--- src/rtl/htm_ram.sv ---
`timescale 1ns / 1ps
// ----------------------------------------------------------------------------
// htm_ram
// Simple dual port synchronous RAM, one write and one registered read port.
// ----------------------------------------------------------------------------
module htm_ram #(
  parameter int WIDTH = 8,
  parameter int DEPTH = 32
) (
  input  logic                     clk,
  input  logic                     wr_en,
  input  logic [$clog2(DEPTH)-1:0] wr_addr,
  input  logic [WIDTH-1:0]         wr_data,
  input  logic                     rd_en,
  input  logic [$clog2(DEPTH)-1:0] rd_addr,
  output logic [WIDTH-1:0]         rd_data
);

  logic [WIDTH-1:0] mem [DEPTH];

  // write port
  always_ff @(posedge clk) begin
    if (wr_en) begin
      mem[wr_addr] <= wr_data;
    end
  end

  // read port, data holds until the next read
  always_ff @(posedge clk) begin
    if (rd_en) begin
      rd_data <= mem[rd_addr];
    end
  end

endmodule

--- config.mk ---
export PLATFORM = sky130hd
export DESIGN_NAME = htm_ram
export DESIGN_NICKNAME = d
export VERILOG_FILES = /design/src/rtl/htm_ram.sv
export SDC_FILE = /design/constraint.sdc
export NUM_CORES = 1
export LEC_CHECK = 0
export BUFFER_PORTS_ARGS = -buffer_cell sky130_fd_sc_hd__buf_2
export CAP_MARGIN = 10
export CORE_MARGIN = 3
export CORE_UTILIZATION = 30
export CTS_BUF_LIST = sky130_fd_sc_hd__clkbuf_4 sky130_fd_sc_hd__clkbuf_8
export CTS_CLUSTER_DIAMETER = 200
export DETAILED_ROUTE_END_ITERATION = 16
export PLACE_DENSITY_LB_ADDON = 0.05
export SETUP_SLACK_MARGIN = 0.4
export SLEW_MARGIN = 20
export SYNTH_ARGS = -nofsm -noshare
export SYNTH_HDL_FRONTEND = slang
export SYNTH_SLANG_ARGS = --single-unit
export TNS_END_PERCENT = 30
--- constraint.sdc ---
create_clock -name clk -period 3.79 [get_ports clk]
set_clock_uncertainty 0.05 [all_clocks]
set_input_delay 0.9475 -clock clk [delete_from_list [all_inputs] [get_ports clk]]
set_output_delay 0.9475 -clock clk [all_outputs]
set_load 0.05 [all_outputs]
# Yosys cells after proc, flatten, opt, wreduce, memory -nomap -nowiden
# Memory sizes are Yosys's and may differ from the RTL's. A register that Yosys moved wholly into a read port is not among the register bits.
# Index checks and enable logic that the tools add are counted.
[totals] wordCells=3 memories=1 output_inout_bits=8 register_bits=0 inputBits=21 mem_bits_rw=256
[memory_table] memory="mem" words=32 word_bits=8 rd=1 rd_clocked_by_memory_dff=1 write_ports=1 line="19" rtl="logic [WIDTH-1:0] mem [DEPTH];"
[classes] mux=2
[op_table] operator="$mux 1" n=2

# Longest topological paths before layout
[logic_depth] ltp_word=2 depth_mapped=5 ltp_nobuf=3

# Worst setup path after synthesis
# OpenSTA, ideal clock, no wires.
[synth_path] path_kind="input-to-reg" from="input port rd_addr[2]" to="register rd_data[0], read port of mem, data pin" setup_ps=260 n_path_buf=2 required_ps=3480 t_arrival_ps=2629 path_stages=5 path_slack_ps=851 path_cell_list="clkbuf_1 -> clkbuf_1 -> mux4_2 -> mux4_2 -> mux2_2"
[synth_rtl] item="start, declared" line="15" rtl="input logic [$clog2(DEPTH)-1:0] rd_addr,"
[synth_rtl] item="end, declared" line="16" rtl="output logic [WIDTH-1:0] rd_data"

==> run summary <==
Status: finished, final reports clean
First-pass GRT wire length: 35,200 microns
Crit end category: flip-flop
Filler cells: 3,035
Post-Syn Instances: 417
Library cells used by synthesis: 14
Power Total: 6.06 mW
Drt wl/cell: 24.9 microns
Vias in the first global route: 4,908
Post-cts resize count: 0
Layout cell share with drive strength beyond 1: 40.6%
End of the worst hold path: rd_data[1]
FF-to-FF Start: mem[21][3]
Worst reg-to-reg setup slack: 1.75 ns
Syn Nets: 438
Met2 Use GR: 20.6%
Post-synth top area share: 78.2%
CP Launch Type: primary input
Final Hold Vio Count: 0
Initial Util: 30.8%
R2r endpoint: rd_data[3]
Total congestion overflow: 0
Die ar.: 0.0360 sq mm
Dpl ws: 0.514 ns
CP required: 4.02 ns
Post-synth top area cell: edfxtp_1
Max stage delay on crit path: 0.59 ns
Buf+Inv Stages, Crit Path: 2
Sink Count: 264
Clock network fraction of total power: 40.3%
Post-synthesis register bit count: 264
Power Density: 512 mW/mm^2
Ys async rst share: 0%
DRT antenna net count: 0
CP top delay family: multiplexers
Post-Syn Area per Cell: 24.3 sq um
Hold Crit Depth: 1
Net switching power: 1.28 mW
Combinational cell fraction of total power: 5.7%
Cell with the most instances after synthesis: edfxtp_1
Minimum clock period: 2.67 ns
Hold crit path type: primary input to flip-flop
Slowest-stage cell, CP: mux4_2
RSZ-0062 raised after global routing: false
Crit path cell chain: buf_4 > buf_12 > mux4_2 > mux4_2 > mux2_2
Routed wire length: 24,100 microns
Layout area overhead: 16.9%
Die Y: 190 microns
WS Path Type: primary input to flip-flop
CTS buffer count: 46
Register area share after synthesis: 78.2%
Sw Share: 21.1%
MaxCap Viol Count: 0
CTS tree: done
# rows: 66
Final Max Tran Viols: 0
Placed cell area: 0.0110 sq mm
Mapped Area: 0.0101 sq mm
NumNets Final: 524
FF-to-FF path depth: 3
GRT Total Usage: 13.8%
Max Freq: 374 MHz
IO buf count: 28
Clk_lat worst skew: 0.55 ns
Setup total negative slack: 0 ns
Core ar.: 0.0329 sq mm
Clock transition at the registers of the reported paths: 0.06 ns
Largest net degree at the start of global routing: 65
Internal power: 4.78 mW
Leak Pwr: 3.71 nW
Number of synthesized flops with an enable pin: 264
Hold slack final: 0.741 ns
GRT Max-Usage Layer: met1
Worst Path Max Fanout: 27
Worst-margin pin slew: 0.931 ns
Crit share post-route: 70.5%
I/O pin total: 29
Initial antenna violation count: 2
Met1 Track Usage GR: 20.9%
Vias per cell: 4.69
Final cell area excluding filler cells: 0.0118 sq mm
Post-CTS Setup Bufs: 0
Routed via count: 4,544
Worst setup margin: 1.12 ns
H-tree levels: 2
Most frequent CP cell: mux4_2
Die Wd: 190 microns
Met3 Track Usage GR: 2.89%
Clk Tree Root Cell: clkbuf_8
Final setup vio count: 0
Synth area leaders: edfxtp_1, mux4_2, nor2_1, mux2_2, buf_4
HPWL Detailed: 14,700 microns
Max clock buf depth: 3
Yosys warns: 0
Power share of the sequential group: 54.0%
CTS Hold Bufs: 0
Hold Startpoint: rd_en
Number of diodes: 0
DRT iter0 DRCs: 379
Residual DRC count: 0
Max-slew headroom: 37.7%
Synth cell count leaders: edfxtp_1, mux4_2, nor2_1, mux2_2
Crit path DAT: 2.90 ns
Top FF cell, synth: edfxtp_1
VDD IR-drop max: 0.192 mV
DR pass1 iterations: 4
RePlAce Congestion: 0.704
[per-stage QoR]
step	instances	utilization (%)
finish	969	35.9
global route	969	35.9
CTS	969	35.9
detailed placement	897	33.4
global placement	897	33.4
floorplan	417	-
[sequential cells by signal, indices dropped and copies added, names as in the netlist]
signal,flops
mem,256
rd_data,8
[kinds of logic after synthesis]
logic type	count (synthesis)	synth area share, %
buffers and inverters	20	1.05
DFF	264	78.2
muxes	88	18.7
and+or+nand+nor	45	2.05
[final cells by class]
type                    instances  area, sq um  area share (%)
repair buffers                 58          418            3.53
multi-input cells             133         2100            17.7
flip-flops and latches        264         7930            66.9
clock buffers                  64          787            6.65
clock inverters                 8         56.3           0.475
well taps                     442          553            4.67
[worst reg2reg max path, cell delays in order, from the launching register on]
cell and delay [ns]:
edfxtp_1 0.36, mux4_2 0.51, mux4_2 0.57, mux2_2 0.29
[cell usage in the layout (no fill, tap or decap), drive strengths merged]
cell	n
edfxtp	264
mux4	80
clkbuf	64
buf	58
nor2	33
mux2	8
clkinv	7
nand3b	5
or3b	3
nand3	2
nand2	1
or3	1
bufinv	1
[worst max path at each step]
stage	cells after the start	endpoint	slack, ns	start
after floorplan	5	rd_data[0]	0.85	rd_addr[2]
after global placement	5	rd_data[2]	0.53	rd_addr[0]
after detailed placement	5	rd_data[2]	0.51	rd_addr[0]
after CTS	5	rd_data[2]	1.10	rd_addr[0]
after global routing	5	rd_data[2]	1.05	rd_addr[0]
final	5	rd_data[2]	1.12	rd_addr[0]
[layer usage]
layer | share of wire, % | routed length (microns)
met3 | 5.3 | 1270
met1 | 47 | 11400
met2 | 46 | 11000
met5 | 0 | 0
met4 | 1.7 | 417
[power groups by stage]
stage / clock network (mW) / logic, mW / registers [mW]
after floorplan: 0 / 0.173 / 3.36
after global placement: 0 / 0.355 / 3.33
after detailed placement: 0 / 0.359 / 3.33
after CTS: 2.53 / 0.360 / 3.27
after global routing: 2.68 / 0.377 / 3.27
final: 2.44 / 0.348 / 3.27
Note: power is estimated with default switching activity, not from simulation.
