## src/rtl/htm_pkg.sv

```systemverilog
`timescale 1ns / 1ps
// ----------------------------------------------------------------------------
// htm_pkg
// Shared types and constants for the hit to trigger primitive merge block.
// ----------------------------------------------------------------------------
package htm_pkg;

  // burst storage sizing
  localparam int MAX_HITS  = 32;
  localparam int HIT_CNT_W = $clog2(MAX_HITS + 1);
  localparam int HIT_IDX_W = $clog2(MAX_HITS);

  // field widths
  localparam int ID_W   = 16;
  localparam int CHAN_W = 32;
  localparam int TIME_W = 32;
  localparam int TICK_W = 32;
  localparam int MULT_W = 6;

  localparam logic [MULT_W-1:0] MULT_MAX = 6'd63;

  // tick arithmetic: tick = ref + floor((800 + t - tmin) / 400)
  // 400 = 16 * 25, so shift by four and then divide by 25 with a reciprocal
  localparam int REL_W     = TIME_W + 1;
  localparam logic [REL_W-1:0] OFFSET_SIXTEENTHS = 33'd800;
  localparam int SCALED_W  = REL_W - 4;
  localparam int RECIP_W   = 30;
  localparam int RECIP_SHIFT = 34;
  // ceil(2^34 / 25), exact for every dividend below 2^30
  localparam logic [RECIP_W-1:0] TICK_RECIP = 30'd687194768;
  localparam int PROD_W    = SCALED_W + RECIP_W;
  localparam int QUOT_W    = PROD_W - RECIP_SHIFT;

  typedef struct packed {
    logic [ID_W-1:0]   id;
    logic [CHAN_W-1:0] chan;
    logic [TIME_W-1:0] start;
  } hit_entry_t;

  typedef struct packed {
    logic [ID_W-1:0]   id;
    logic [CHAN_W-1:0] chan;
    logic [TICK_W-1:0] tick;
    logic [MULT_W-1:0] mult;
  } prim_entry_t;

  typedef enum logic [3:0] {
    ST_LOAD,
    ST_HIT_RD,
    ST_HIT_DATA,
    ST_SCAN,
    ST_NEW,
    ST_NEXT,
    ST_OUT_RD,
    ST_OUT_WAIT,
    ST_OUT_HOLD
  } state_t;

endpackage

```

## src/rtl/htm_tick.sv

```systemverilog
`timescale 1ns / 1ps
// ----------------------------------------------------------------------------
// htm_tick
// Three stage pipeline that turns a hit start time into a primitive tick.
// ----------------------------------------------------------------------------
module htm_tick (
  input  logic                        clk,
  input  logic                        rst,
  input  logic                        start,
  input  logic [htm_pkg::TIME_W-1:0]  start_time,
  input  logic [htm_pkg::TIME_W-1:0]  earliest_time,
  input  logic [htm_pkg::TICK_W-1:0]  reference,
  output logic                        done,
  output logic [htm_pkg::TICK_W-1:0]  tick
);

  import htm_pkg::*;

  logic                v1;
  logic                v2;
  logic [REL_W-1:0]    rel;
  logic [SCALED_W-1:0] scaled;
  logic [PROD_W-1:0]   prod;

  // relative time plus offset, never negative since tmin is the minimum
  assign rel = OFFSET_SIXTEENTHS + {1'b0, start_time} - {1'b0, earliest_time};

  // stage valids
  always_ff @(posedge clk) begin
    if (rst) begin
      v1   <= 1'b0;
      v2   <= 1'b0;
      done <= 1'b0;
    end else begin
      v1   <= start;
      v2   <= v1;
      done <= v2;
    end
  end

  // divide by 16, then by 25 through the reciprocal, then add the base tick
  always_ff @(posedge clk) begin
    scaled <= rel[REL_W-1:4];
    prod   <= PROD_W'(scaled) * PROD_W'(TICK_RECIP);
    tick   <= reference + TICK_W'(prod[PROD_W-1:RECIP_SHIFT]);
  end

endmodule

```

## config.mk

```make
export PLATFORM = sky130hd
export DESIGN_NAME = htm_tick
export DESIGN_NICKNAME = d
export VERILOG_FILES = /design/src/rtl/htm_pkg.sv /design/src/rtl/htm_tick.sv
export SDC_FILE = /design/constraint.sdc
export NUM_CORES = 1
export LEC_CHECK = 0
export ABC_AREA = 1
export ABC_CLOCK_PERIOD_IN_PS = 7450
export BUFFER_PORTS_ARGS = -buffer_cell sky130_fd_sc_hd__buf_4
export CORE_ASPECT_RATIO = 1.75
export CORE_MARGIN = 4
export CORE_UTILIZATION = 60
export CTS_CLUSTER_SIZE = 20
export DETAILED_ROUTE_END_ITERATION = 10
export PLACE_DENSITY = 0.89
export SLEW_MARGIN = 10
export SYNTH_ARGS = -nofsm -noshare
export SYNTH_HDL_FRONTEND = slang
export SYNTH_SLANG_ARGS = --single-unit
```

## constraint.sdc

```tcl
create_clock -name clk -period 7.45 [get_ports clk]
set_clock_uncertainty 0.15 [all_clocks]
set_input_delay 0.3725 -clock clk [delete_from_list [all_inputs] [get_ports clk]]
set_output_delay 0.3725 -clock clk [all_outputs]
set_load 0.01 [all_outputs]
```

Word level (Yosys, flattened, before mapping)

Cells that the tools add are included.

Flip-flop bits (word level): 119
Output and inout port bits: 33
Logic and storage cells: 10
Bits of input ports: 99

Multipliers: 1
$add $sub $neg: 3

Operators with widths:

| cell                   | number |
|---|---|
| $mul 29x26->55 const B | 1 |
| $add 10x32->33 const A | 1 |
| $sub 33x32->33         | 1 |
| $add 32x25->32         | 1 |

Depth between registers and ports, before layout

Depth after elaboration: 2
Mapped depth: 26
Depth with buffers taken out: 26

Worst setup path before layout

OpenSTA, ideal clock, no wires.

Path type: register -> register
From: register scaled[10]
To: register prod[54]
Path buffers: 0
Arrival time: 5,074 ps
Required time: 7,187 ps
Stages on the path, launching flop included: 22
Period minus slack after synthesis: 5,337 ps
Slack: 2,113 ps
Library setup time: 113 ps
Path through: dfxtp_1 > inv_1 > fa_1 > inv_1 > ha_1 > inv_1 > fa_1 > inv_1 > fa_1 > fa_1 > fa_1 > inv_1 > fa_1 > inv_1 > ha_1 > nand2_1 > nor2_1 > nand2_1 > nor4_2 > nand2_1 > nand4_1 > nand2_1

Cells in the longest elaborated chain, start to end: 1

Ends and longest elaborated chain:

| element                  | RTL line       | source |
|---|---|---|
| start: declaration       | htm_tick.sv:22 | `logic [SCALED_W-1:0] scaled;` |
| start signal: assignment | htm_tick.sv:43 | `scaled <= rel[REL_W-1:4];` |
| $mul 29x26->55           | htm_tick.sv:44 | `prod <= PROD_W'(scaled) * PROD_W'(TICK_RECIP);` |
| end signal: assignment   | htm_tick.sv:44 |  |
| end: declaration         | htm_tick.sv:23 | `logic [PROD_W-1:0] prod;` |

Every way passes these cells.
A chain may end at the register's enable or synchronous reset.

Worst setup path in the final report

From: register scaled[10]
To: register prod[34]

Same word-level chain as after synthesis.

==> impl_metrics.json <==
{
  "status": "complete, no violations",
  "die_area_um2": 36010,
  "antenna_found_initial": 3,
  "place_congestion": 1.101,
  "cts_resized": 0,
  "ys.warnings.count": 0,
  "die_w_um": 145.2,
  "worstSetupPathType": "reg -> reg",
  "cts_max_level": 3,
  "initial_core_util": 0.6111,
  "drc_errors": 0,
  "synth-seq-cells": 89,
  "synth_area_um2": 19760,
  "max_freq_mhz": 141.5,
  "setup_viol": 0,
  "critical_path.top_delay_family": "adder cells",
  "clock-sinks": 89,
  "worstSetupEndpointType": "flop",
  "rows": 87,
  "grt_pass1_wl_um": 108400,
  "worst-path-max-fanout": 9,
  "cts_root_buffer": "clkbuf_16",
  "wl_per_cell_um": 24.11,
  "area_growth_syn_to_layout_pct": 9.189,
  "worst_pin_slew_ns": 0.9044,
  "worst-path-stages": 22,
  "grt_pass1_vias": 19380,
  "hold_class": "in -> reg",
  "hold_path_depth": 2,
  "path_cells": "inv_1, fa_1, inv_1, ha_1, inv_1, fa_1, inv_1, fa_1, fa_1, fa_1, inv_1, fa_1, inv_1, ha_1, nand2_1, nor2_1, inv_1, o21ai_0, inv_1, nand2_1, a21oi_1, xnor2_1",
  "regArea_um2": 1782,
  "slowest_delay_ns": 0.73,
  "drt-total-wl_um": 73020,
  "core_region_area_um2": 32330,
  "arrival_ns": 7.14,
  "slew_viol_final": 0,
  "grt-ovfl-total": 0,
  "yosys.cell_types.count": 35,
  "dieHeight_um": 248.1,
  "cts.path.max_buffers": 2,
  "slew_headroom": 0.3907,
  "timing.final.crit_share": 0.9487,
  "cp_data_required_time_ns": 7.53,
  "rsz0062_at_grt": "false",
  "crit_top_cell": "inv_1",
  "grt_max_degree": 18,
  "clk_latency_ns": 0.39,
  "hold_viol": 0,
  "viasPerCell": 5.804,
  "drtIter0Drc": 928,
  "layout-drive-gt1-share": 0.07502,
  "cts_buffers": 9,
  "multi_input_comb_area_um2": 15630,
  "portBuffers": 131,
  "slowest_stage": "o21ai_0",
  "grt_usage": 0.4104,
  "worst_slack_ns": 0.3823,
  "cts_hold_buffers": 0,
  "fin_crit_ns": 7.068,
  "ys_seq_area_frac": 0.09018,
  "setup_tns_ns": 0,
  "first_pass_iters": 8,
  "final_nets": 3394,
  "reg2reg_depth": 22,
  "drtAntennaViolNets": 0,
  "synthCells": 2477,
  "cp-start-kind": "flop",
  "maxCapViolations": 0,
  "worst-path-buf-inv": 8,
  "clk_pin_slew_ns": 0.08,
  "dp_hpwl_um": 64340,
  "cts_setup_buffers": 0,
  "avgSynthCellArea_um2": 7.976,
  "place_ws_ns": 0.5266,
  "syn-num-nets": 3250,
  "ios": 132,
  "cts_tree": "done",
  "fill_cells": 2621,
  "num_vias": 17580
}
[area by class of cell]
| type | count | share of cell area |
|---|---|---|
| Antenna cell | 3 | 0.0003480 |
| Clock inverter | 7 | 0.003886 |
| Multi-Input combinational cell | 1762 | 0.7243 |
| Inverter | 626 | 0.1089 |
| Tap cell | 400 | 0.02320 |
| Sequential cell | 89 | 0.08259 |
| Timing Repair Buffer | 133 | 0.04628 |
| Clock buffer | 9 | 0.01044 |
[registers in the layout (all words and copies together), names as in the netlist]
signal and count:
v2 1, scaled 29, tick 32, v1 1, done 1, prod 25
[synthesized netlist by cell type]
cell type | count | area [um2]
inv_1 | 623 | 2338
nand2_1 | 443 | 1663
ha_1 | 404 | 5055
fa_1 | 270 | 5405
nor2_1 | 156 | 585.6
a21oi_1 | 138 | 690.7
dfxtp_1 | 89 | 1782
nand3_1 | 83 | 415.4
o21ai_0 | 68 | 340.3
xor2_1 | 35 | 306.5
nand4_1 | 25 | 156.4
a21o_1 | 19 | 142.6
nand2_2 | 18 | 112.6
nor3_1 | 14 | 70.07
o21bai_1 | 14 | 105.1
nor2_2 | 13 | 81.33
xnor2_1 | 13 | 113.9
o21a_1 | 7 | 52.55
nor4_1 | 6 | 37.54
nor2_4 | 5 | 56.30
nor3_2 | 4 | 40.04
and2_1 | 3 | 18.77
and3_1 | 3 | 18.77
inv_2 | 3 | 11.26
nand3b_1 | 3 | 22.52
o21ai_1 | 3 | 15.01
a21boi_0 | 2 | 15.01
a22oi_1 | 2 | 15.01
a31oi_1 | 2 | 12.51
nor4_2 | 2 | 25.02
o211ai_1 | 2 | 15.01
o21ai_2 | 2 | 17.52
o2111ai_1 | 1 | 8.760
o22ai_1 | 1 | 6.260
or2_2 | 1 | 6.260
[routing by layer]
layer	vias up	track usage	wire length [um]
met4	0	0.5006	11440
met1	8239	0.3177	19930
li1	8006	-	-
met3	480	0.06571	3684
met5	-	0	0
met2	854	0.7786	37960
[cells by family after synthesis]
| kind of cell | Yosys count | synth area share |
|---|---|---|
| AO/OA/AOI/OAI | 261 | 0.07270 |
| XOR/XNOR | 48 | 0.02128 |
| adder cells (fa/ha/maj) | 674 | 0.5294 |
| buffers and inverters | 626 | 0.1189 |
| flip-flops | 89 | 0.09018 |
| AND/OR/NAND/NOR | 779 | 0.1675 |
[cells in the final DEF (no fill, tap or decap), types with 4 or more instances in the layout]
cell / synthesis / routed
ha_1: 404 / 404
dfxtp_1: 89 / 89
inv_1: 623 / 623
nand3_1: 83 / 83
nor3_2: 4 / 4
nor3_1: 14 / 14
fa_1: 270 / 270
buf_4: 0 / 133
nand4_1: 25 / 25
nor2_4: 5 / 5
o21ai_0: 68 / 68
nor2_1: 156 / 156
nor4_1: 6 / 6
o21a_1: 7 / 7
xnor2_1: 13 / 13
o21bai_1: 14 / 14
clkbuf_16: 0 / 9
nand2_2: 18 / 18
nor2_2: 13 / 13
a21oi_1: 138 / 138
a21o_1: 19 / 19
xor2_1: 35 / 35
nand2_1: 443 / 443
[worst register-to-register path: stages, from the launching register on]
cell     delay, ns
dfxtp_1       0.70
inv_1         0.15
fa_1          0.57
inv_1         0.05
ha_1          0.27
inv_1         0.06
fa_1          0.53
inv_1         0.05
fa_1          0.49
fa_1          0.44
fa_1          0.50
inv_1         0.05
fa_1          0.47
inv_1         0.04
ha_1          0.34
nand2_1       0.12
nor2_1        0.29
inv_1         0.10
o21ai_0       0.73
inv_1         0.09
nand2_1       0.12
a21oi_1       0.10
xnor2_1       0.49
[final timing paths]
check / from / end / slack, ns
max: scaled[10]$_DFF_P_ / prod[34]$_DFF_P_ / 0.38
min: rst / v1$_SDFF_PP0_ / 0.01
max reg2reg: scaled[10]$_DFF_P_ / prod[34]$_DFF_P_ / 0.38
min reg2reg: v2$_SDFF_PP0_ / done$_SDFF_PP0_ / 0.26
[per-stage QoR]
step,instances,hold WS (ns),utilization,cell area (um2)
2_1_floorplan,2477,0.2383,-,19760
3_3_place_gp,3010,0.2454,0.6575,21260
3_5_place_dp,3010,0.2529,0.6575,21260
4_1_cts,3026,0.003597,0.6671,21570
5_1_grt,3029,0.01523,0.6673,21570
6_report,3029,0.009922,0.6673,21570
Power is not shown: default switching activity piles up to over one toggle a cycle in this logic, so the estimate is an artifact.
